$ cat src/sv/ordered_list_table_macros.svh
// Assertion macros shared by the list table modules.
// Each check is sampled on the rising edge of clk and is held off while rst_n is low.
`ifndef ORDERED_LIST_TABLE_MACROS_SVH
`define ORDERED_LIST_TABLE_MACROS_SVH

`ifndef SYNTHESIS
`define OLT_ASSERT(label, cond, msg) \
    label: assert property (@(posedge clk) disable iff (!rst_n) (cond)) else $error(msg);
`define OLT_ASSERT_NEXT(label, trig, cond, msg) \
    label: assert property (@(posedge clk) disable iff (!rst_n) (trig) |=> (cond)) \
        else $error(msg);
`else
`define OLT_ASSERT(label, cond, msg)
`define OLT_ASSERT_NEXT(label, trig, cond, msg)
`endif

`endif

$ cat src/sv/olt_pkg.sv
package olt_pkg;

    localparam int POS_W   = 7;
    localparam int VALUE_W = 32;
    localparam int FOUND_W = 6;
    localparam int COUNT_W = 7;

    typedef enum logic [2:0] {
        REQ_APPEND       = 3'd0,
        REQ_INSERT       = 3'd1,
        REQ_REMOVE_VALUE = 3'd2,
        REQ_REMOVE_AT    = 3'd3,
        REQ_READ         = 3'd4,
        REQ_FIND         = 3'd5,
        REQ_CLEAR        = 3'd6
    } req_kind_t;

    typedef enum logic [1:0] {
        STAT_OK        = 2'd0,
        STAT_BAD_INDEX = 2'd1,
        STAT_NOT_FOUND = 2'd2,
        STAT_FULL      = 2'd3
    } status_t;

    typedef enum logic [2:0] {
        S_IDLE,
        S_READ,
        S_SCAN,
        S_MOVE,
        S_DONE
    } state_t;

    typedef struct packed {
        logic [2:0]         req_type;
        logic [POS_W-1:0]   position;
        logic [VALUE_W-1:0] item_value;
    } request_t;

    typedef struct packed {
        status_t            status;
        logic [VALUE_W-1:0] read_value;
        logic [FOUND_W-1:0] found_position;
        logic [COUNT_W-1:0] entry_count;
    } result_t;

endpackage

$ cat src/sv/olt_ram.sv
module olt_ram #(
    parameter int DEPTH = 64,
    parameter int WIDTH = 32,
    parameter int AW    = 6
) (
    input  logic             clk,
    input  logic             we,
    input  logic [AW-1:0]    waddr,
    input  logic [WIDTH-1:0] wdata,
    input  logic [AW-1:0]    raddr,
    output logic [WIDTH-1:0] rdata
);

    logic [WIDTH-1:0] mem_reg [DEPTH];
    logic [WIDTH-1:0] rdata_reg;

    always_ff @(posedge clk)
    begin
        if (we)
        begin
            mem_reg[waddr] <= wdata;
        end
        rdata_reg <= mem_reg[raddr];
    end

    assign rdata = rdata_reg;

endmodule

$ cat src/sv/olt_seq.sv
`include "ordered_list_table_macros.svh"

module olt_seq #(
    parameter int CAPACITY   = 64,
    parameter int ITEM_WIDTH = 32,
    parameter int AW         = 6
) (
    input  logic                  clk,
    input  logic                  rst_n,
    input  logic                  req_valid,
    output logic                  req_ready,
    input  olt_pkg::request_t     req,
    output logic                  res_valid,
    input  logic                  res_take,
    output olt_pkg::result_t      res,
    output logic                  ram_we,
    output logic [AW-1:0]         ram_waddr,
    output logic [ITEM_WIDTH-1:0] ram_wdata,
    output logic [AW-1:0]         ram_raddr,
    input  logic [ITEM_WIDTH-1:0] ram_rdata
);

    localparam int CW = $clog2(CAPACITY + 1);
    localparam int XW = (CW > olt_pkg::POS_W) ? CW : olt_pkg::POS_W;
    localparam int IW = (ITEM_WIDTH > olt_pkg::VALUE_W) ? ITEM_WIDTH : olt_pkg::VALUE_W;

    olt_pkg::state_t    state_reg, state_next;
    olt_pkg::req_kind_t kind_reg, kind_next;
    olt_pkg::status_t   status_reg, status_next;
    logic [ITEM_WIDTH-1:0]       w_reg, w_next;
    logic [CW-1:0]               count_reg, count_next;
    logic [CW-1:0]               ptr_reg, ptr_next;
    logic [CW-1:0]               last_reg, last_next;
    logic [CW-1:0]               idx_reg, idx_next;
    logic [AW-1:0]               wa_reg, wa_next;
    logic                        up_reg, up_next;
    logic                        rd_on_reg, rd_on_next;
    logic                        pend_reg, pend_next;
    logic [olt_pkg::VALUE_W-1:0] rd_reg, rd_next;
    logic [olt_pkg::FOUND_W-1:0] found_reg, found_next;

    logic [XW-1:0]         pos_x;
    logic [XW-1:0]         cnt_x;
    logic [XW-1:0]         idx_x;
    logic [CW-1:0]         pos_c;
    logic [CW-1:0]         last_cnt;
    logic [CW-1:0]         ptr_inc;
    logic [CW-1:0]         ptr_dec;
    logic [IW-1:0]         item_x;
    logic [IW-1:0]         rdata_x;
    logic [ITEM_WIDTH-1:0] w_in;
    logic                  full;
    logic                  match;
    logic                  go_read;
    logic                  go_scan;
    logic                  go_move;
    logic                  go_done;

    assign pos_x    = XW'(req.position);
    assign cnt_x    = XW'(count_reg);
    assign idx_x    = XW'(idx_reg);
    assign pos_c    = pos_x[CW-1:0];
    assign last_cnt = count_reg - CW'(1);
    assign ptr_inc  = ptr_reg + CW'(1);
    assign ptr_dec  = ptr_reg - CW'(1);
    assign item_x   = IW'(req.item_value);
    assign rdata_x  = IW'(ram_rdata);
    assign w_in     = item_x[ITEM_WIDTH-1:0];
    assign full     = (count_reg == CW'(CAPACITY));
    // The single comparator is shared by find and remove by value.
    assign match    = (ram_rdata == w_reg);

    // Datapath and memory control.
    always_comb
    begin
        kind_next   = kind_reg;
        status_next = status_reg;
        w_next      = w_reg;
        count_next  = count_reg;
        ptr_next    = ptr_reg;
        last_next   = last_reg;
        idx_next    = idx_reg;
        wa_next     = wa_reg;
        up_next     = up_reg;
        rd_on_next  = rd_on_reg;
        pend_next   = pend_reg;
        rd_next     = rd_reg;
        found_next  = found_reg;
        ram_we      = 1'b0;
        ram_waddr   = wa_reg;
        ram_wdata   = ram_rdata;
        ram_raddr   = ptr_reg[AW-1:0];
        go_read     = 1'b0;
        go_scan     = 1'b0;
        go_move     = 1'b0;
        go_done     = 1'b0;

        unique case (state_reg)
            olt_pkg::S_IDLE:
            begin
                ram_raddr = pos_c[AW-1:0];
                if (req_valid)
                begin
                    kind_next   = olt_pkg::req_kind_t'(req.req_type);
                    w_next      = w_in;
                    status_next = olt_pkg::STAT_OK;
                    rd_next     = '0;
                    found_next  = '0;
                    pend_next   = 1'b0;
                    unique case (olt_pkg::req_kind_t'(req.req_type)) inside
                        olt_pkg::REQ_APPEND:
                        begin
                            if (full)
                            begin
                                status_next = olt_pkg::STAT_FULL;
                            end
                            else
                            begin
                                ram_we     = 1'b1;
                                ram_waddr  = count_reg[AW-1:0];
                                ram_wdata  = w_in;
                                count_next = count_reg + CW'(1);
                            end
                            go_done = 1'b1;
                        end
                        olt_pkg::REQ_INSERT:
                        begin
                            if (pos_x > cnt_x)
                            begin
                                status_next = olt_pkg::STAT_BAD_INDEX;
                                go_done     = 1'b1;
                            end
                            else if (full)
                            begin
                                status_next = olt_pkg::STAT_FULL;
                                go_done     = 1'b1;
                            end
                            else if (pos_x == cnt_x)
                            begin
                                ram_we     = 1'b1;
                                ram_waddr  = count_reg[AW-1:0];
                                ram_wdata  = w_in;
                                count_next = count_reg + CW'(1);
                                go_done    = 1'b1;
                            end
                            else
                            begin
                                // Walk down from the last entry, moving each one up a place.
                                ptr_next   = last_cnt;
                                last_next  = pos_c;
                                up_next    = 1'b1;
                                rd_on_next = 1'b1;
                                go_move    = 1'b1;
                            end
                        end
                        olt_pkg::REQ_REMOVE_AT:
                        begin
                            if (pos_x >= cnt_x)
                            begin
                                status_next = olt_pkg::STAT_BAD_INDEX;
                                go_done     = 1'b1;
                            end
                            else if (pos_x == cnt_x - XW'(1))
                            begin
                                count_next = last_cnt;
                                go_done    = 1'b1;
                            end
                            else
                            begin
                                ptr_next   = pos_c + CW'(1);
                                last_next  = last_cnt;
                                up_next    = 1'b0;
                                rd_on_next = 1'b1;
                                go_move    = 1'b1;
                            end
                        end
                        olt_pkg::REQ_READ:
                        begin
                            if (pos_x >= cnt_x)
                            begin
                                status_next = olt_pkg::STAT_BAD_INDEX;
                                go_done     = 1'b1;
                            end
                            else
                            begin
                                go_read = 1'b1;
                            end
                        end
                        olt_pkg::REQ_FIND, olt_pkg::REQ_REMOVE_VALUE:
                        begin
                            if (count_reg == '0)
                            begin
                                status_next = olt_pkg::STAT_NOT_FOUND;
                                go_done     = 1'b1;
                            end
                            else
                            begin
                                ptr_next   = '0;
                                rd_on_next = 1'b1;
                                go_scan    = 1'b1;
                            end
                        end
                        olt_pkg::REQ_CLEAR:
                        begin
                            count_next = '0;
                            go_done    = 1'b1;
                        end
                        default:
                        begin
                            go_done = 1'b1;
                        end
                    endcase
                end
            end
            olt_pkg::S_READ:
            begin
                rd_next = rdata_x[olt_pkg::VALUE_W-1:0];
                go_done = 1'b1;
            end
            olt_pkg::S_SCAN:
            begin
                // One read is issued per cycle; its word is compared in the next cycle.
                if (rd_on_reg)
                begin
                    pend_next = 1'b1;
                    idx_next  = ptr_reg;
                    ptr_next  = ptr_inc;
                    if (ptr_reg == last_cnt)
                    begin
                        rd_on_next = 1'b0;
                    end
                end
                else
                begin
                    pend_next = 1'b0;
                end
                if (pend_reg)
                begin
                    if (match)
                    begin
                        if (kind_reg == olt_pkg::REQ_FIND)
                        begin
                            found_next = idx_x[olt_pkg::FOUND_W-1:0];
                            go_done    = 1'b1;
                        end
                        else if (idx_reg == last_cnt)
                        begin
                            count_next = last_cnt;
                            go_done    = 1'b1;
                        end
                        else
                        begin
                            ptr_next   = idx_reg + CW'(1);
                            last_next  = last_cnt;
                            up_next    = 1'b0;
                            rd_on_next = 1'b1;
                            pend_next  = 1'b0;
                            go_move    = 1'b1;
                        end
                    end
                    else if (idx_reg == last_cnt)
                    begin
                        status_next = olt_pkg::STAT_NOT_FOUND;
                        go_done     = 1'b1;
                    end
                end
            end
            olt_pkg::S_MOVE:
            begin
                // Read one entry per cycle and write it one place over on the next.
                if (rd_on_reg)
                begin
                    pend_next = 1'b1;
                    wa_next   = up_reg ? ptr_inc[AW-1:0] : ptr_dec[AW-1:0];
                    ptr_next  = up_reg ? ptr_dec : ptr_inc;
                    if (ptr_reg == last_reg)
                    begin
                        rd_on_next = 1'b0;
                    end
                end
                else
                begin
                    pend_next = 1'b0;
                end
                if (pend_reg)
                begin
                    ram_we    = 1'b1;
                    ram_waddr = wa_reg;
                    ram_wdata = ram_rdata;
                end
                else if (!rd_on_reg)
                begin
                    if (up_reg)
                    begin
                        ram_we     = 1'b1;
                        ram_waddr  = last_reg[AW-1:0];
                        ram_wdata  = w_reg;
                        count_next = count_reg + CW'(1);
                    end
                    else
                    begin
                        count_next = last_cnt;
                    end
                    go_done = 1'b1;
                end
            end
            olt_pkg::S_DONE:
            begin
            end
            default:
            begin
            end
        endcase
    end

    always_comb
    begin
        state_next = state_reg;
        unique case (state_reg)
            olt_pkg::S_IDLE:
            begin
                if (go_read)
                begin
                    state_next = olt_pkg::S_READ;
                end
                else if (go_scan)
                begin
                    state_next = olt_pkg::S_SCAN;
                end
                else if (go_move)
                begin
                    state_next = olt_pkg::S_MOVE;
                end
                else if (go_done)
                begin
                    state_next = olt_pkg::S_DONE;
                end
            end
            olt_pkg::S_READ:
            begin
                state_next = olt_pkg::S_DONE;
            end
            olt_pkg::S_SCAN:
            begin
                if (go_move)
                begin
                    state_next = olt_pkg::S_MOVE;
                end
                else if (go_done)
                begin
                    state_next = olt_pkg::S_DONE;
                end
            end
            olt_pkg::S_MOVE:
            begin
                if (go_done)
                begin
                    state_next = olt_pkg::S_DONE;
                end
            end
            olt_pkg::S_DONE:
            begin
                if (res_take)
                begin
                    state_next = olt_pkg::S_IDLE;
                end
            end
            default:
            begin
                state_next = olt_pkg::S_IDLE;
            end
        endcase
    end

    always_comb
    begin
        req_ready          = (state_reg == olt_pkg::S_IDLE);
        res_valid          = (state_reg == olt_pkg::S_DONE);
        res.status         = status_reg;
        res.read_value     = rd_reg;
        res.found_position = found_reg;
        res.entry_count    = cnt_x[olt_pkg::COUNT_W-1:0];
    end

    always_ff @(posedge clk or negedge rst_n)
    begin
        if (!rst_n)
        begin
            state_reg <= olt_pkg::S_IDLE;
            count_reg <= '0;
            rd_on_reg <= 1'b0;
            pend_reg  <= 1'b0;
        end
        else
        begin
            state_reg <= state_next;
            count_reg <= count_next;
            rd_on_reg <= rd_on_next;
            pend_reg  <= pend_next;
        end
    end

    always_ff @(posedge clk)
    begin
        kind_reg   <= kind_next;
        status_reg <= status_next;
        w_reg      <= w_next;
        ptr_reg    <= ptr_next;
        last_reg   <= last_next;
        idx_reg    <= idx_next;
        wa_reg     <= wa_next;
        up_reg     <= up_next;
        rd_reg     <= rd_next;
        found_reg  <= found_next;
    end

    `OLT_ASSERT(a_count_bound, count_reg <= CW'(CAPACITY), "entry count exceeds capacity")
    `OLT_ASSERT(a_waddr_range, !ram_we || (int'(ram_waddr) < CAPACITY), "write beyond capacity")
    `OLT_ASSERT(a_scan_nonempty, (state_reg != olt_pkg::S_SCAN) || (count_reg != '0), "empty scan")
    `OLT_ASSERT_NEXT(a_done_holds_count, state_reg == olt_pkg::S_DONE, $stable(count_reg), "count moved")

endmodule

$ cat src/sv/ordered_list_table.sv
`include "ordered_list_table_macros.svh"

// Ordered list table: keeps up to CAPACITY words in order plus an entry count, and answers
// each request word with exactly one result word (status, word read, index found, new count).
// Requests are handled one at a time; s_tready is low while a request is being worked on.
// The entries sit in one memory with a single write port and a registered read port, and a
// sequencer walks it one entry per cycle, so the time from acceptance to a result depends on
// the request: append, clear and unused codes go straight to the result, read waits for one
// memory read, insert at position p moves each entry from the last down to p up a place,
// remove at position p moves each entry above p down a place, find reads from index 0 until
// the word matches or the list ends, and remove by value is a find followed by a remove at
// the found index. The result goes into an output register, so a new request can be taken
// while the previous result still waits for m_tready.
module ordered_list_table #(
    parameter int CAPACITY   = 64,
    parameter int ITEM_WIDTH = 32
) (
    input  logic        clk,
    input  logic        rst_n,
    input  logic        s_tvalid,
    output logic        s_tready,
    input  logic [39:0] s_tdata,   // position[6:0], item_value[38:7], zero[39]
    input  logic [2:0]  s_tuser,   // req_type[2:0]
    output logic        m_tvalid,
    input  logic        m_tready,
    output logic [47:0] m_tdata,   // read_value[31:0], found_position[37:32],
                                   // entry_count[44:38], zero[47:45]
    output logic [1:0]  m_tuser    // status[1:0]
);

    localparam int AW = $clog2(CAPACITY);

    olt_pkg::request_t req;
    olt_pkg::result_t  res;
    olt_pkg::result_t  res_reg, res_next;
    logic              m_valid_reg, m_valid_next;
    logic              res_valid;
    logic              res_take;
    logic              req_ready;

    logic                  ram_we;
    logic [AW-1:0]         ram_waddr;
    logic [ITEM_WIDTH-1:0] ram_wdata;
    logic [AW-1:0]         ram_raddr;
    logic [ITEM_WIDTH-1:0] ram_rdata;

    assign req.req_type   = s_tuser;
    assign req.position   = s_tdata[6:0];
    assign req.item_value = s_tdata[38:7];

    olt_seq #(
        .CAPACITY   (CAPACITY),
        .ITEM_WIDTH (ITEM_WIDTH),
        .AW         (AW)
    ) u_seq (
        .clk       (clk),
        .rst_n     (rst_n),
        .req_valid (s_tvalid),
        .req_ready (req_ready),
        .req       (req),
        .res_valid (res_valid),
        .res_take  (res_take),
        .res       (res),
        .ram_we    (ram_we),
        .ram_waddr (ram_waddr),
        .ram_wdata (ram_wdata),
        .ram_raddr (ram_raddr),
        .ram_rdata (ram_rdata)
    );

    olt_ram #(
        .DEPTH (CAPACITY),
        .WIDTH (ITEM_WIDTH),
        .AW    (AW)
    ) u_ram (
        .clk   (clk),
        .we    (ram_we),
        .waddr (ram_waddr),
        .wdata (ram_wdata),
        .raddr (ram_raddr),
        .rdata (ram_rdata)
    );

    // The finished result moves into the output register once it is empty or being drained.
    assign res_take = res_valid && (!m_valid_reg || m_tready);

    always_comb
    begin
        res_next     = res_reg;
        m_valid_next = m_valid_reg;
        if (res_take)
        begin
            res_next     = res;
            m_valid_next = 1'b1;
        end
        else if (m_tready)
        begin
            m_valid_next = 1'b0;
        end
    end

    always_ff @(posedge clk or negedge rst_n)
    begin
        if (!rst_n)
        begin
            m_valid_reg <= 1'b0;
        end
        else
        begin
            m_valid_reg <= m_valid_next;
        end
    end

    always_ff @(posedge clk)
    begin
        res_reg <= res_next;
    end

    assign s_tready = req_ready;
    assign m_tvalid = m_valid_reg;
    assign m_tuser  = res_reg.status;
    assign m_tdata  = {3'b000, res_reg.entry_count, res_reg.found_position, res_reg.read_value};

    `OLT_ASSERT_NEXT(a_busy_after_accept, s_tvalid && s_tready, !s_tready, "took two words at once")

endmodule
$ cat config.mk
export PLATFORM = sky130hd
export DESIGN_NAME = ordered_list_table
export DESIGN_NICKNAME = d
export VERILOG_FILES = /design/src/sv/olt_pkg.sv /design/src/sv/olt_ram.sv /design/src/sv/olt_seq.sv /design/src/sv/ordered_list_table.sv
export VERILOG_INCLUDE_DIRS = /design/src /design/src/sv
export SDC_FILE = /design/constraint.sdc
export NUM_CORES = 2
export LEC_CHECK = 0
export BUFFER_PORTS_ARGS = -buffer_cell sky130_fd_sc_hd__buf_2
export CORE_UTILIZATION = 45
export DETAILED_ROUTE_END_ITERATION = 7
export PLACE_DENSITY = 0.72
export SLEW_MARGIN = 20
export SYNTH_ARGS = -nofsm -noshare
export SYNTH_HDL_FRONTEND = slang
export SYNTH_HIERARCHICAL = 1
export SYNTH_SLANG_ARGS = --single-unit
export TNS_END_PERCENT = 100
$ cat constraint.sdc
create_clock -name clk -period 7.69 [get_ports clk]
set_clock_uncertainty 0.05 [all_clocks]
set_input_delay 1.1535 -clock clk [delete_from_list [all_inputs] [get_ports clk]]
set_output_delay 1.1535 -clock clk [all_outputs]
set_load 0.005 [all_outputs]
==> Word level (Yosys, flattened, before mapping) <==
Memories as Yosys holds them, arrays and structs flattened. A register that Yosys moved wholly into a read port is not among the register bits.
Cells that the tools add are included.
{ "word_totals": {"regBits": 163, "ramBits": 2048, "wordCells": 264, "n_memories": 1} }
{ "op_classes": {"addsub": 6, "magnitude_cmp": 2, "n_eq_ne": 42, "muxes": 171, "reduce_logical": 23} }
{ "mem_list": {"columns": ["name", "depth", "word_bits", "rd", "rd_ports_with_merged_regs", "write_ports", "line", "text"], "rows": [
  ["u_ram.mem_reg", 64, 32, 1, 1, 1, "olt_ram.sv:14", "logic [WIDTH-1:0] mem_reg [DEPTH];"]
]} }
{ "op_table": {"columns": ["operator", "n"], "rows": [
  ["$mux 32", 9],
  ["$mux 7", 38],
  ["$pmux 32 s2", 3],
  ["$mux 6", 14],
  ["$mux 1", 72],
  ["$pmux 7 s3", 3],
  ["$pmux 6 s2", 3],
  ["$eq 7x7->1", 5],
  ["$eq 32x32->1", 1],
  ["$add 7x1->7 const B", 4],
  ["$pmux 7 s2", 2],
  ["$pmux 7 s4", 1],
  ["$ne 3x3->1 const B", 9],
  ["$eq 3x3->1 const B", 5],
  ["$mux 3", 5],
  ["$pmux 3 s5", 1],
  ["$reduce_and 15->1", 1],
  ["$mux 2", 7],
  ["$sub 7x1->7 const B", 2],
  ["$eq 3x2->1 const B", 4],
  ["$ne 2x1->1 const B", 6],
  ["$ne 2x2->1 const B", 6],
  ["$pmux 1 s2", 6],
  ["$reduce_and 12->1", 1],
  ["other kinds (23)", 36]
]} }

==> Logic depth before layout (Yosys ltp) <==
{ "logic_depth": {"ltp_word": 12, "ltp_mapped": 16, "ltp_nobuf": 12} }

==> By module <==
The synthesis kept the hierarchy.
{ "by_module_without_submodules": {"columns": ["module", "n_inst", "cells_each", "area_each_um2"], "rows": [
  ["olt_ram", 1, 3511, 79039.6],
  ["olt_seq", 1, 762, 7437.1],
  ["ordered_list_table", 1, 55, 1481.4]
]} }

==> Worst setup path before layout <==
OpenSTA, ideal clock, no wires.
{ "synth_timing": {"kind": "input to register", "from": "input s_tdata[6]", "to": "memory u_ram.mem_reg[28][0] (enable)", "setup_ps": 421, "arrival_time_ps": 5351, "required_ps": 7219, "slack_ps": 1868, "stages": 13, "path_buffers": 3, "path_cell_list": "ha_1 > nand4_1 > or2_2 > a21o_1 > nor4_1 > buf_2 > a22oi_1 > nand2_1 > clkbuf_1 > or3b_2 > or2_2 > clkbuf_1 > nor2_1"} }
{ "synth_lines": {"columns": ["element", "line", "text"], "rows": [
  ["start, declared", "ordered_list_table.sv:22", "input logic [39:0] s_tdata,"],
  ["parallel branches: the longest is 3 deep, another holds $gt 7x7->1", null, null],
  ["$mux 6 *", "olt_seq.sv:128", "if (pos_x > cnt_x)"],
  ["$pmux 6 s2 *", "olt_seq.sv:110", "unique case (olt_pkg::req_kind_t'(req.req_type)) inside"],
  ["$mux 6 *", "olt_seq.sv:102", "if (req_valid)"],
  ["$pmux 6 s2 *", "olt_seq.sv:98", "unique case (state_reg)"],
  ["via ram_waddr[2]", "ordered_list_table.sv:42", "logic [AW-1:0] ram_waddr;"],
  ["end, declared", "olt_ram.sv:14", null]
]} }
Mark *: on every way through the listed nets, which the timed path passes.

==> Worst setup path in the final report <==
{ "layout_timing": {"from": "register u_seq.count_reg[4] (netlist: u_seq/cnt_x[4])", "to": "memory u_ram.mem_reg[24][8] (enable)"} }
{ "layout_lines": {"columns": ["element", "line", "text"], "rows": [
  ["start, declared", "olt_seq.sv:31", "logic [CW-1:0] count_reg, count_next;"],
  ["start signal, assigned", "olt_seq.sv:397", "count_reg <= count_next;"],
  ["parallel branches: the longest is 4 deep, another holds $gt 7x7->1", null, null],
  ["$pmux 6 s2 *", "olt_seq.sv:110", null],
  ["$mux 6 *", "olt_seq.sv:102", null],
  ["$pmux 6 s2 *", "olt_seq.sv:98", null],
  ["via ram_waddr[5]", "ordered_list_table.sv:42", null]
]} }
Marks and branches as above.

==> impl_metrics.tcl <==
set metrics [dict create \
    dp_hpwl_um 136000 \
    tns_ns 0 \
    htreeDepth 4 \
    hold_viol 0 \
    synth.distinct_cells 77 \
    syn_avg_cell_area_um2 20.3 \
    p_leak_nw 31.4 \
    grt.total_usage_pct 22.6 \
    rows 161 \
    yosysSeqAreaShare_pct 76.1 \
    critPathLaunchType "flip-flop" \
    crit_top_cell "buf_4" \
    finalCritPeriodShare_pct 78.2 \
    slowest_delay_ns 0.93 \
    synthFlopType "edfxtp_1" \
    grt_max_degree 107 \
    synth_top_area_share_pct 75.0 \
    hold_slack_ns 0.144 \
    critical_path.startpoint "u_seq/cnt_x[4]" \
    drcViolationCount 0 \
    drtAntennaViolNets 0 \
    ys_seq_elements 2243 \
    r2r_slack_ns 1.67 \
    fp.dieH_um 444 \
    globalRouteOverflowTotal 0 \
    drive_gt1_share_pct 24.4 \
    vias_per_cell 6.28 \
    status "finished clean" \
    yosys-top-cells-area "edfxtp_1 (75%), mux4_2 (11%), mux2i_1 (2.3%), a22oi_1 (1.5%), dfxtp_1 (0.73%)" \
    port_buffers 94 \
    rsz0062_at_grt "no" \
    yosysMostFrequentCell "edfxtp_1" \
    insertion_delay_ns 0.87 \
    postCtsSetupRepairBufs 0 \
    setup_viol 0 \
    fillers 14700 \
    place_congestion 0.905 \
    largest_reg_flops 2048 \
    routedWlPerCell_um 31.1 \
    cp_max_fo 38 \
    drt_wl_total_um 225000 \
    irDropWorstVdd_mv 0.373 \
    critPathKind "reg2reg" \
    max_slew_margin_pct 13.6 \
    drt-initial-drc-count 6501 \
    powerDensity_nw_per_um2 415 \
    clockRootBuffer "clkbuf_16" \
    max_freq_mhz 166 \
    synth_edf_count 2198 \
    min_path_type "in2async" \
    clk_path_buf_depth 3 \
    rr_startpoint "u_seq/cnt_x[4]" \
    cp.arrival_ns 6.49 \
    min_period_ns 6.02 \
    fp.dieArea_um2 197000 \
    ys_async_sr_fraction_pct 0.580 \
    tightest_slew_ns 1.28 \
    dp.cells 6846 \
    cts_buffers 208 \
    synthTopCellsByCount "edfxtp_1 (2198), mux4_2 (446), mux2i_1 (200)" \
    drv_cap 0 \
    io_pins 99 \
    cts_tree "done" \
    core_area_um2 193000 \
    synth_area_leader_cell "edfxtp_1" \
    netlist_area_um2 88000 \
    cp.required_ns 8.17 \
    slowest_stage "nor2_4" \
    cts_hold_buf 0 \
    die_w_um 444 \
    final_cells 7245 \
    areaGrowthSynthToFinish_pct 12.7 \
    grt_pass1_wl_um 319000 \
    path_cells "inv_1 -> ha_1 -> nand4_1 -> or2_2 -> a21o_1 -> nor4_2 -> buf_4 -> nor2_2 -> buf_4 -> nand2_1 -> nand2_1 -> nand3b_1 -> nor2_4 -> buf_4" \
    vias 45500 \
    start_util_pct 45.5 \
    netlist_instances 4328 \
    antenna_found_initial 12 \
    path_clk_slew_ns 0.06 \
    crit_path_end_kind "flip-flop" \
    slew_viol_final 0 \
    firstDrtPassIters 8 \
    cts-resized-gates 0 \
    ys_warn_count 6 \
    final_nets 4592 \
    grt_pass1_vias 44100 \
    cts.sinks 2243 \
]
## path summary, 6_finish.rpt
kind	endpoint	depth (start not counted)
max	u_ram/mem_reg[24][8]	14
min	u_seq/pend_reg	1
max reg2reg	u_ram/mem_reg[24][8]	14
min reg2reg	m_tdata[15]	0
max in group asynchronous	m_tvalid	1
min in group clk	m_tdata[15]	0
## logic make-up after synthesis
family	Yosys count	share of synthesized area [%]
muxes	653	13.8
and+or+nand+nor	525	2.93
buffers and inverters	287	1.84
DFF	2243	76.1
adders and majority gates	14	0.199
AOI/OAI and AO/OA	513	4.12
other	1	0.00426
xor gates and xnor gates	92	0.980
## worst max-delay path, delay by kind of cell (launching register included)
family	cells	cell delay, ns
AOI/OAI and AO/OA	1	0.22
and+or+nand+nor	8	3.19
DFF	1	0.75
buffers and inverters	4	1.07
adders and majority gates	1	0.35
## metal layers
metal  vias up  global-route usage (%)  share of wire [%]
met1     23800                    32.0                 38
met5         -                       0              0.030
met3       375                    4.92                 12
met4        10                    7.16                3.2
li1      18300                       -                  -
met2      3031                    35.0                 47
## layout by cell type, fill, tap and decap left out, types with 35 or more instances in the layout
master     count
a21oi_1       51
mux4_2       446
buf_4        141
mux2i_1      200
clkbuf_1      39
nand3_1       69
nand2_1      116
xor2_1        49
xnor2_1       39
a31oi_1       35
buf_2         94
nor2_4        65
o22ai_1       51
clkinv_1      40
and2_1        38
o21ai_0       55
a22oi_1      171
clkinv_2      41
edfxtp_1    2198
clkbuf_16    212
nor2_1        54
## metrics by stage
stage	cell area, µm²	total power, mW	setup WS [ns]	util, %
2_1_floorplan	88000	25.4	1.87	-
3_3_place_gp	92000	30.4	1.41	47.6
3_5_place_dp	92100	30.7	1.46	47.6
4_1_cts	99100	41.1	1.81	51.2
5_1_grt	99100	42.3	1.46	51.2
6_report	99100	41.2	1.67	51.2
## where the power goes
group          internal, mW  total, mW  leakage, nW  switching [mW]
Clock                  5.99       10.5         3.41            4.46
Combinational          4.94       14.5         7.71            9.52
Sequential             15.8       16.3         20.2           0.497
## layout make-up
class	instances	area [µm²]	area share [%]
clock buffers	265	5640	5.70
inverters	28	105	0.106
multi-input cells	1800	20000	20.2
flip-flops and latches	2243	67000	67.6
well taps	2526	3160	3.19
diodes	6	15.0	0.0152
repair buffers	250	1830	1.85
clock inverters	127	1310	1.33
Power figures use the tool's default switching activity.
